===== src/rtl/core/wls_pkg.sv =====
`default_nettype none
package wls_pkg;

   // Field widths of the channels and the configuration port
   localparam int OP_W      = 2;
   localparam int CHAN_W    = 4;
   localparam int TS_W      = 32;
   localparam int KIND_W    = 1;
   localparam int CNT_OUT_W = 16;
   localparam int STAT_W    = 32;
   localparam int CSR_IDX_W = 1;
   localparam int CSR_W     = 16;
   localparam int WIN_W     = 16;
   localparam int ACT_W     = 5;

   // Running total width and the divider's step counter
   localparam int TOTAL_BITS = 48;
   localparam int DIV_CNT_W  = $clog2(TOTAL_BITS + 1);

   // Parameter defaults
   localparam int CHANNELS_DEFAULT   = 16;
   localparam int TIME_BITS_DEFAULT  = 32;
   localparam int COUNT_BITS_DEFAULT = 16;

   // Operation codes
   localparam logic [OP_W-1:0] OP_START = 2'd0;
   localparam logic [OP_W-1:0] OP_END   = 2'd1;
   localparam logic [OP_W-1:0] OP_READ  = 2'd2;

   // Summary kinds
   localparam logic [KIND_W-1:0] KIND_CLOSED = 1'b0;
   localparam logic [KIND_W-1:0] KIND_READ   = 1'b1;

   // Register indexes
   localparam logic [CSR_IDX_W-1:0] CSR_WINDOW_LENGTH   = 1'b0;
   localparam logic [CSR_IDX_W-1:0] CSR_ACTIVE_CHANNELS = 1'b1;

   localparam logic [WIN_W-1:0] WINDOW_LENGTH_RESET   = 16'd1000;
   localparam logic [ACT_W-1:0] ACTIVE_CHANNELS_RESET = 5'd0;

   typedef struct packed {
      logic [OP_W-1:0]   op;
      logic [CHAN_W-1:0] channel;
      logic [TS_W-1:0]   timestamp;
   } req_type;

   typedef struct packed {
      logic [CHAN_W-1:0]    channel_out;
      logic [KIND_W-1:0]    kind;
      logic [CNT_OUT_W-1:0] sample_count;
      logic [STAT_W-1:0]    min_time;
      logic [STAT_W-1:0]    max_time;
      logic [STAT_W-1:0]    average_time;
   } rsp_type;

   typedef struct packed {
      logic latch;
      logic start_wr;
      logic stats_rd;
      logic capture;
      logic commit;
      logic div_start;
      logic div_step;
      logic out_load;
   } cmd_type;

   typedef struct packed {
      logic req_start;
      logic req_stats;
      logic emit;
      logic div_done;
      logic out_free;
   } status_type;

endpackage
`default_nettype wire


===== src/rtl/core/wls_ram.sv =====
`default_nettype none
module wls_ram #(
   parameter int WIDTH  = 32,
   parameter int DEPTH  = 16,
   parameter int ADDR_W = (DEPTH > 1) ? $clog2(DEPTH) : 1
) (
   input  wire logic              clock,
   input  wire logic              wr_en,
   input  wire logic [ADDR_W-1:0] wr_addr,
   input  wire logic [WIDTH-1:0]  wr_data,
   input  wire logic              rd_en,
   input  wire logic [ADDR_W-1:0] rd_addr,
   output logic      [WIDTH-1:0]  rd_data
);

   logic [WIDTH-1:0] mem_ff [DEPTH];
   logic [WIDTH-1:0] rd_data_ff;

   always_ff @(posedge clock) begin
      if (wr_en) begin
         mem_ff[wr_addr] <= wr_data;
      end
      if (rd_en) begin
         rd_data_ff <= mem_ff[rd_addr];
      end
   end

   assign rd_data = rd_data_ff;

endmodule
`default_nettype wire


===== src/rtl/core/wls_ctrl.sv =====
`default_nettype none
module wls_ctrl import wls_pkg::*; (
   input  wire logic       clock,
   input  wire logic       reset,
   input  wire logic       req_valid,
   output logic            req_stall,
   input  wire status_type st,
   output cmd_type         cmd
);

   typedef enum logic [4:0] {
      S_IDLE = 5'b00001,
      S_READ = 5'b00010,
      S_EXEC = 5'b00100,
      S_DIV  = 5'b01000,
      S_OUT  = 5'b10000
   } state_type;

   state_type state_ff, state_in;

   always_comb begin
      state_in = state_ff;
      cmd      = '0;
      unique case (state_ff)
         S_IDLE: begin
            if (req_valid) begin
               cmd.latch    = 1'b1;
               cmd.start_wr = st.req_start;
               cmd.stats_rd = st.req_stats;
               if (st.req_stats) begin
                  state_in = S_READ;
               end
            end
         end
         S_READ: begin
            cmd.capture = 1'b1;
            state_in    = S_EXEC;
         end
         S_EXEC: begin
            cmd.commit    = 1'b1;
            cmd.div_start = 1'b1;
            state_in      = st.emit ? S_DIV : S_IDLE;
         end
         S_DIV: begin
            cmd.div_step = 1'b1;
            if (st.div_done) begin
               state_in = S_OUT;
            end
         end
         S_OUT: begin
            // hold until the result register can take the beat
            if (st.out_free) begin
               cmd.out_load = 1'b1;
               state_in     = S_IDLE;
            end
         end
         default: begin
            state_in = S_IDLE;
         end
      endcase
   end

   always_ff @(posedge clock) begin
      if (reset) begin
         state_ff <= S_IDLE;
      end else begin
         state_ff <= state_in;
      end
   end

   assign req_stall = (state_ff != S_IDLE);

endmodule
`default_nettype wire


===== src/rtl/core/wls_dpath.sv =====
`default_nettype none
module wls_dpath import wls_pkg::*; #(
   parameter int CHANNELS   = CHANNELS_DEFAULT,
   parameter int TIME_BITS  = TIME_BITS_DEFAULT,
   parameter int COUNT_BITS = COUNT_BITS_DEFAULT
) (
   input  wire logic                 clock,
   input  wire logic                 reset,
   input  wire req_type              req_payload,
   output logic                      rsp_valid,
   input  wire logic                 rsp_stall,
   output rsp_type                   rsp_payload,
   input  wire logic                 csr_wr_en,
   input  wire logic [CSR_IDX_W-1:0] csr_index,
   input  wire logic [CSR_W-1:0]     csr_wdata,
   input  wire cmd_type              cmd,
   output status_type                st
);

   localparam int IDX_W   = (CHANNELS > 1) ? $clog2(CHANNELS) : 1;
   localparam int MIN_LO  = 0;
   localparam int MAX_LO  = TIME_BITS;
   localparam int TOT_LO  = 2 * TIME_BITS;
   localparam int CNT_LO  = 2 * TIME_BITS + TOTAL_BITS;
   localparam int REC_W   = CNT_LO + COUNT_BITS;

   // configuration
   logic [WIN_W-1:0] window_length_ff, window_length_in;
   logic [ACT_W-1:0] active_channels_ff, active_channels_in;

   // current item
   logic [OP_W-1:0]      op_ff, op_in;
   logic [IDX_W-1:0]     chan_ff, chan_in;
   logic [TIME_BITS-1:0] ts_ff, ts_in;

   // per-channel valid bits: start time written, window not yet opened
   logic [CHANNELS-1:0] start_vld_ff, start_vld_in;
   logic [CHANNELS-1:0] fresh_ff, fresh_in;

   // snapshot of the channel's state
   logic [TIME_BITS-1:0]  dt_ff, dt_in;
   logic                  fresh_cur_ff, fresh_cur_in;
   logic [TIME_BITS-1:0]  old_min_ff, old_min_in;
   logic [TIME_BITS-1:0]  old_max_ff, old_max_in;
   logic [TOTAL_BITS-1:0] old_total_ff, old_total_in;
   logic [COUNT_BITS-1:0] old_count_ff, old_count_in;

   // divider
   logic [COUNT_BITS-1:0] div_rem_ff, div_rem_in;
   logic [TOTAL_BITS-1:0] div_quo_ff, div_quo_in;
   logic [DIV_CNT_W-1:0]  div_cnt_ff, div_cnt_in;

   // result register
   logic    rsp_valid_ff, rsp_valid_in;
   rsp_type rsp_data_ff, rsp_data_in;

   logic [IDX_W-1:0]     req_idx;
   logic                 req_active;
   logic [TIME_BITS-1:0] start_q, start_v;
   logic [REC_W-1:0]     rec_q, rec_wr;
   logic                 stats_wr;
   logic                 full;
   logic [COUNT_BITS-1:0] new_count;
   logic [TOTAL_BITS:0]   sum;
   logic [TOTAL_BITS-1:0] new_total;
   logic [TIME_BITS-1:0]  new_min, new_max;
   logic [COUNT_BITS:0]   div_shift, div_diff;
   logic                  div_ge;
   logic [TOTAL_BITS-1:0] average;

   assign req_idx    = IDX_W'(req_payload.channel);
   assign req_active = (32'(req_payload.channel) < 32'(CHANNELS)) &&
                       ({1'b0, req_payload.channel} < active_channels_ff);

   wls_ram #(.WIDTH(TIME_BITS), .DEPTH(CHANNELS)) u_start_ram (
      .clock   (clock),
      .wr_en   (cmd.start_wr),
      .wr_addr (req_idx),
      .wr_data (TIME_BITS'(req_payload.timestamp)),
      .rd_en   (cmd.stats_rd),
      .rd_addr (req_idx),
      .rd_data (start_q)
   );

   wls_ram #(.WIDTH(REC_W), .DEPTH(CHANNELS)) u_stats_ram (
      .clock   (clock),
      .wr_en   (stats_wr),
      .wr_addr (chan_ff),
      .wr_data (rec_wr),
      .rd_en   (cmd.stats_rd),
      .rd_addr (req_idx),
      .rd_data (rec_q)
   );

   assign start_v = start_vld_ff[chan_ff] ? start_q : '0;

   // window update from the snapshot
   always_comb begin
      full = fresh_cur_ff || (32'(old_count_ff) >= 32'(window_length_ff));
      sum  = {1'b0, old_total_ff} + (TOTAL_BITS + 1)'(dt_ff);
      if (full) begin
         new_count = COUNT_BITS'(1);
         new_total = TOTAL_BITS'(dt_ff);
         new_min   = dt_ff;
         new_max   = dt_ff;
      end else begin
         new_count = (&old_count_ff) ? old_count_ff : old_count_ff + COUNT_BITS'(1);
         new_total = sum[TOTAL_BITS] ? {TOTAL_BITS{1'b1}} : sum[TOTAL_BITS-1:0];
         new_min   = (dt_ff < old_min_ff) ? dt_ff : old_min_ff;
         new_max   = (dt_ff > old_max_ff) ? dt_ff : old_max_ff;
      end
      rec_wr   = {new_count, new_total, new_max, new_min};
      stats_wr = cmd.commit && (op_ff == OP_END);
   end

   // one quotient bit per step
   always_comb begin
      div_shift = {div_rem_ff, div_quo_ff[TOTAL_BITS-1]};
      div_diff  = div_shift - {1'b0, old_count_ff};
      div_ge    = (div_shift >= {1'b0, old_count_ff});
      average   = (old_count_ff == '0) ? '0 : div_quo_ff;
   end

   always_comb begin
      window_length_in   = window_length_ff;
      active_channels_in = active_channels_ff;
      if (csr_wr_en) begin
         unique case (csr_index)
            CSR_WINDOW_LENGTH:   window_length_in   = csr_wdata;
            CSR_ACTIVE_CHANNELS: active_channels_in = csr_wdata[ACT_W-1:0];
            default: ;
         endcase
      end

      op_in   = cmd.latch ? req_payload.op : op_ff;
      chan_in = cmd.latch ? req_idx : chan_ff;
      ts_in   = cmd.latch ? TIME_BITS'(req_payload.timestamp) : ts_ff;

      start_vld_in = start_vld_ff;
      if (cmd.start_wr) begin
         start_vld_in[req_idx] = 1'b1;
      end
      fresh_in = fresh_ff;
      if (stats_wr) begin
         fresh_in[chan_ff] = 1'b0;
      end

      dt_in        = dt_ff;
      fresh_cur_in = fresh_cur_ff;
      old_min_in   = old_min_ff;
      old_max_in   = old_max_ff;
      old_total_in = old_total_ff;
      old_count_in = old_count_ff;
      if (cmd.capture) begin
         dt_in        = ts_ff - start_v;
         fresh_cur_in = fresh_ff[chan_ff];
         if (fresh_ff[chan_ff]) begin
            old_min_in   = '0;
            old_max_in   = '0;
            old_total_in = '0;
            old_count_in = '0;
         end else begin
            old_min_in   = rec_q[MIN_LO +: TIME_BITS];
            old_max_in   = rec_q[MAX_LO +: TIME_BITS];
            old_total_in = rec_q[TOT_LO +: TOTAL_BITS];
            old_count_in = rec_q[CNT_LO +: COUNT_BITS];
         end
      end

      div_rem_in = div_rem_ff;
      div_quo_in = div_quo_ff;
      div_cnt_in = div_cnt_ff;
      if (cmd.div_start) begin
         div_rem_in = '0;
         div_quo_in = old_total_ff;
         div_cnt_in = DIV_CNT_W'(TOTAL_BITS);
      end else if (cmd.div_step && (div_cnt_ff != '0)) begin
         div_rem_in = div_ge ? div_diff[COUNT_BITS-1:0] : div_shift[COUNT_BITS-1:0];
         div_quo_in = {div_quo_ff[TOTAL_BITS-2:0], div_ge};
         div_cnt_in = div_cnt_ff - DIV_CNT_W'(1);
      end

      rsp_data_in  = rsp_data_ff;
      rsp_valid_in = rsp_valid_ff && rsp_stall;
      if (cmd.out_load) begin
         rsp_valid_in             = 1'b1;
         rsp_data_in.channel_out  = CHAN_W'(chan_ff);
         rsp_data_in.kind         = (op_ff == OP_READ) ? KIND_READ : KIND_CLOSED;
         rsp_data_in.sample_count = CNT_OUT_W'(old_count_ff);
         rsp_data_in.min_time     = STAT_W'(old_min_ff);
         rsp_data_in.max_time     = STAT_W'(old_max_ff);
         rsp_data_in.average_time = STAT_W'(average);
      end
   end

   always_ff @(posedge clock) begin
      if (reset) begin
         window_length_ff   <= WINDOW_LENGTH_RESET;
         active_channels_ff <= ACTIVE_CHANNELS_RESET;
         start_vld_ff       <= '0;
         fresh_ff           <= '1;
         div_cnt_ff         <= '0;
         rsp_valid_ff       <= 1'b0;
      end else begin
         window_length_ff   <= window_length_in;
         active_channels_ff <= active_channels_in;
         start_vld_ff       <= start_vld_in;
         fresh_ff           <= fresh_in;
         div_cnt_ff         <= div_cnt_in;
         rsp_valid_ff       <= rsp_valid_in;
      end
   end

   always_ff @(posedge clock) begin
      op_ff        <= op_in;
      chan_ff      <= chan_in;
      ts_ff        <= ts_in;
      dt_ff        <= dt_in;
      fresh_cur_ff <= fresh_cur_in;
      old_min_ff   <= old_min_in;
      old_max_ff   <= old_max_in;
      old_total_ff <= old_total_in;
      old_count_ff <= old_count_in;
      div_rem_ff   <= div_rem_in;
      div_quo_ff   <= div_quo_in;
      rsp_data_ff  <= rsp_data_in;
   end

   assign st.req_start = req_active && (req_payload.op == OP_START);
   assign st.req_stats = req_active &&
                         ((req_payload.op == OP_END) || (req_payload.op == OP_READ));
   assign st.emit      = (op_ff == OP_READ) ||
                         ((op_ff == OP_END) && full && (old_total_ff != '0));
   assign st.div_done  = (div_cnt_ff == '0);
   assign st.out_free  = !rsp_valid_ff || !rsp_stall;

   assign rsp_valid   = rsp_valid_ff;
   assign rsp_payload = rsp_data_ff;

endmodule
`default_nettype wire


===== src/rtl/core/windowed_latency_statistics.sv =====
// Sequence: a start beat writes its start time; an end beat that closes nothing passes
// the read and update states; a read or a closing end beat also runs the bit-serial
// average divider and waits for a free result register before its result is offered.
// Throughput: one beat in flight at a time; the next beat is taken while a result waits.
// Reset: synchronous, active high; every channel comes out fresh with zeroed statistics,
// window_length 1000 and active_channels 0. No clearing pass: valid bits cover the RAMs.
`default_nettype none
module windowed_latency_statistics import wls_pkg::*; #(
   parameter int CHANNELS   = CHANNELS_DEFAULT,
   parameter int TIME_BITS  = TIME_BITS_DEFAULT,
   parameter int COUNT_BITS = COUNT_BITS_DEFAULT
) (
   input  wire logic                 clock,
   input  wire logic                 reset,
   // request beats: start, end, read
   input  wire logic                 req_valid,
   output logic                      req_stall,
   input  wire req_type              req_payload,
   // summary beats
   output logic                      rsp_valid,
   input  wire logic                 rsp_stall,
   output rsp_type                   rsp_payload,
   // configuration writes
   input  wire logic                 csr_wr_en,
   input  wire logic [CSR_IDX_W-1:0] csr_index,
   input  wire logic [CSR_W-1:0]     csr_wdata
);

   // Commands from the sequencer and status back from the datapath
   cmd_type    cmd;
   status_type st;

   // Sequencer: take a beat, read channel state, update, divide, deliver
   wls_ctrl u_ctrl (
      .clock     (clock),
      .reset     (reset),
      .req_valid (req_valid),
      .req_stall (req_stall),
      .st        (st),
      .cmd       (cmd)
   );

   // Datapath: channel RAMs, window arithmetic, divider and result register
   wls_dpath #(
      .CHANNELS   (CHANNELS),
      .TIME_BITS  (TIME_BITS),
      .COUNT_BITS (COUNT_BITS)
   ) u_dpath (
      .clock       (clock),
      .reset       (reset),
      .req_payload (req_payload),
      .rsp_valid   (rsp_valid),
      .rsp_stall   (rsp_stall),
      .rsp_payload (rsp_payload),
      .csr_wr_en   (csr_wr_en),
      .csr_index   (csr_index),
      .csr_wdata   (csr_wdata),
      .cmd         (cmd),
      .st          (st)
   );

endmodule
`default_nettype wire


===== config.mk =====
export PLATFORM = sky130hd
export DESIGN_NAME = windowed_latency_statistics
export DESIGN_NICKNAME = d
export VERILOG_FILES = /design/src/rtl/core/wls_pkg.sv /design/src/rtl/core/wls_ram.sv /design/src/rtl/core/wls_ctrl.sv /design/src/rtl/core/wls_dpath.sv /design/src/rtl/core/windowed_latency_statistics.sv
export SDC_FILE = /design/constraint.sdc
export NUM_CORES = 2
export LEC_CHECK = 0
export ABC_AREA = 1
export BUFFER_PORTS_ARGS = -buffer_cell sky130_fd_sc_hd__buf_2
export CAP_MARGIN = 5
export CELL_PAD_IN_SITES_DETAIL_PLACEMENT = 0
export CELL_PAD_IN_SITES_GLOBAL_PLACEMENT = 1
export CORE_MARGIN = 3
export CORE_UTILIZATION = 48
export DETAILED_ROUTE_END_ITERATION = 8
export PLACE_DENSITY = 0.79
export SLEW_MARGIN = 40
export SYNTH_ARGS = -nofsm -noshare
export SYNTH_HDL_FRONTEND = slang
export SYNTH_SLANG_ARGS = --single-unit

===== constraint.sdc =====
create_clock -name clock -period 19.6 [get_ports clock]
set_input_delay 5.88 -clock clock [delete_from_list [all_inputs] [get_ports clock]]
set_output_delay 5.88 -clock clock [all_outputs]
set_load 0.02 [all_outputs]

==> summary.txt <==
Die Area - 0.274 mm^2
run status - completed
Worst-Margin Slew - 906 ps
worst-path cell chain - buf_8 > buf_12 > nor2_4 > buf_6 > buf_6 > buf_4 > a22oi_1 > nand3_1 > nand2_1 > nand4_1
sequential power share - 52.8%
Seq/Total Area, Yosys - 73.3%
IO Pins - 179
H-tree depth - 5
WP depth - 10
Mean Syn Cell Area - 12.8 um^2
LEAKAGE - 50.7 nW
final worst path period share - 45.7%
Worst path most repeated cell - buf_6
Synth Area in Compound Gates - 5.24%
Nets - 10400
ranking of synthesized cells by area - edfxtp_1, nand3_1, nand2_1
slew margin rel. - 39.4%
cts repair resizes - 0
Row Count - 189
largest family of logic cells by synthesized area - simple AND/OR/NAND/NOR gates
share of cells above drive strength 1 - 9.07%
Fmax - 112 MHz
max cap viols - 0
Routed Antenna Nets - 0
Netlist cell types - 49
final worst slack - 10650 ps
final instance area - 0.144 mm^2
prevailing post-synth register cell - edfxtp_1
Root Buffer - clkbuf_16
crit path buf inv count - 5
worst vdd ir - 80.5 uV
CP endpoint kind - flip-flop
RD Place Congestion - 0.928
final hold vios - 0
kind of critical path - input pin to flip-flop
# port buffers - 178
share of async-settable or async-resettable flops after synthesis - 0%
Mapped Area - 0.129 mm^2
R2R Path Start - u_ctrl.state_ff[0]
multiplexer share of the synthesized area - 0%
PD cells - 97.9 mW/mm^2
Post-synth EDFFs - 3084
Worst R2R End - u_dpath.u_stats_ram.mem_ff[5][47]
leading area contributor after synthesis - edfxtp_1
DP Area - 0.134 mm^2
Int Pwr - 11.0 mW
Clock power frac - 42.3%
area fraction of the dominant cell type after synthesis - 72.1%
Wirelength per Cell - 26.5 um
first-pass GRT wire length - 540000 um
switch share - 21.9%
Hold-fix buffers, CTS - 0
CP Launch Type - input pin
r2r setup slk - 14540 ps
Die Y-Extent - 523 um
GRT overflow - 0
vias per cell - 6.03
Total Wirelength - 370000 um
dpl ws - 9660 ps
Sink Count - 3165
Initial Util - 48.3%
final setup violation count - 0
worst r2r path cells - 9
Setup Fix Bufs, Post-CTS - 0
largest net degree at the start of global routing - 149
XOR/XNOR Fraction of Synth Area - 0.395%
worst skew pair latency - 900 ps
unrepaired setup endpoints after global routing - no
Syn Inst Count - 10000
via count of the first global-routing pass - 82000
initial antenna violation count - 23
Post-Syn Nets - 10300
Critical Path Start - req_payload[33]
crit-path leading delay family - buffers and inverters
synthesis-stage register bit count - 3165
Slew Viols, Final - 0
simple-gate share of the synthesized area - 15.7%
TNS Setup - 0 ps
crit path max-delay cell type - buf_4
GRT Resource Usage Total - 26.4%
vias - 84100
Critical Path Fanout Max - 87
Synth-to-Final Area Change - 12.3%
Worst EP required - 20340 ps
fillcell total - 21600
hpwl dp - 194000 um
worst min path class - flip-flop to flip-flop
switching power total - 3.10 mW
CP max stage delay - 810 ps
initial drt markers - 9882
Horiz. Die Dim - 523 um
DRC violations left - 0
YS warnings - 0
WHS - 460 ps
Clock Path Buffers - 4
combinational share of power - 4.9%
Tmin final - 8950 ps
crit path DAT - 9690 ps
critical path endpoint - u_dpath.u_stats_ram.rd_data[34]
Clock transition at path regs - 60 ps
DR pass1 iterations - 7
core area - 0.266 mm^2
Post-Synth Adder-Cell Area - 1.65%
TritonCTS Buffers - 329
Layout Skew - 54.4 ps
CTS tree - yes
## cell usage in the layout (no fill, tap or decap), types with 30 or more instances in the layout
cell,instances
buf_4,104
nand3_1,2112
clkbuf_16,336
nor2_1,400
xor2_1,30
buf_6,57
o21ai_0,113
dfxtp_1,81
clkinv_2,66
clkbuf_1,76
clkinv_1,50
edfxtp_1,3084
buf_2,176
a22oi_1,652
inv_1,612
nand4_1,200
nand2_1,1603
ha_1,165
a21oi_1,127
## through the flow
stage	utilization (%)	power, mW	std cells
6_report	54.3	14.1	13900
5_1_grt	54.3	14.5	13900
4_1_cts	54.2	14.2	13900
3_5_place_dp	50.4	8.28	13400
3_3_place_gp	50.1	8.26	13300
2_1_floorplan	-	8.03	10000
## area by class of cell
class	instances	area, um^2	share of cell area, %
Clock inverter	166	1480	1.02
Sequential cell	3165	94200	65.3
Clock buffer	417	8740	6.06
Inverter	624	2370	1.64
Multi-Input combinational cell	5666	30000	20.8
Tap cell	3533	4420	3.06
Antenna cell	7	17.5	0.0121
Timing Repair Buffer	371	3060	2.12
## power by group through the flow
stage | logic, mW | clock network, mW | registers [mW]
after detailed placement | 0.677 | 0 | 7.60
after global routing | 0.747 | 6.34 | 7.46
after floorplan | 0.431 | 0 | 7.60
after global placement | 0.658 | 0 | 7.60
final | 0.686 | 5.98 | 7.46
after CTS | 0.679 | 6.05 | 7.46
## metal layers
layer	global-route usage (%)	routed length, um
met5	0	159
met1	35.9	146000
met4	10.5	14700
met2	42.3	173000
met3	5.05	35200
## worst reg2reg max path: stages (launching register included)
cell and delay (ps):
dfxtp_1 340, or2_1 300, nor4_4 140, buf_4 570
inv_2 480, nor2_4 330, nand2_2 260, nor2_4 660
buf_6 670, buf_4 870
## synth_stat cells (11+ instances only)
master    count
ha_1        165
dfxtp_1      81
nor3_2       11
o21ai_1      21
nand2_1    1605
o21bai_1     11
nand4_1     200
nand2_2      12
buf_2       150
inv_1       615
edfxtp_1   3084
nor3_1       29
xor2_1       30
a22oi_1     652
xnor2_1      28
nand3_1    2112
nand3b_1     21
clkbuf_1    388
a21oi_1     134
nor2_1      430
buf_1        29
o21ai_0     113
a31oi_1      23
o21a_1       12
## cells by family after synthesis
kind of cell	Yosys count
flip-flops	3165
AND/OR/NAND/NOR	4451
buffers and inverters	1198
adder cells (fa/ha/maj)	168
XOR/XNOR	58
AO/OA/AOI/OAI	989
## registers in the layout, indices dropped and copies added (netlist names), 32 cells and up
name	flops
u_dpath.div_quo_ff	48
u_dpath.dt_ff	32
u_dpath.u_stats_ram.mem_ff	2048
u_dpath.u_start_ram.mem_ff	512
u_dpath.rsp_payload	117
u_dpath.old_total_ff	48
u_dpath.old_min_ff	32
u_dpath.u_stats_ram.rd_data	128
u_dpath.u_start_ram.rd_data	32
u_dpath.old_max_ff	32
u_dpath.ts_ff	32
## how the worst min path moves through the flow
stage / depth (start not counted) / endpoint / slack, ps / from
2_1_floorplan: 2 / u_dpath.fresh_ff[10] / 430 / u_dpath.fresh_ff[10]
3_3_place_gp: 2 / u_dpath.fresh_ff[10] / 440 / u_dpath.fresh_ff[10]
3_5_place_dp: 2 / u_dpath.fresh_ff[11] / 450 / u_dpath.fresh_ff[11]
4_1_cts: 2 / u_dpath.fresh_ff[4] / 460 / u_dpath.fresh_ff[4]
5_1_grt: 2 / u_dpath.fresh_ff[13] / 480 / u_dpath.fresh_ff[13]
6_report: 2 / u_dpath.window_length_ff[11] / 460 / u_dpath.window_length_ff[11]
(Power assumes the default switching activity.)
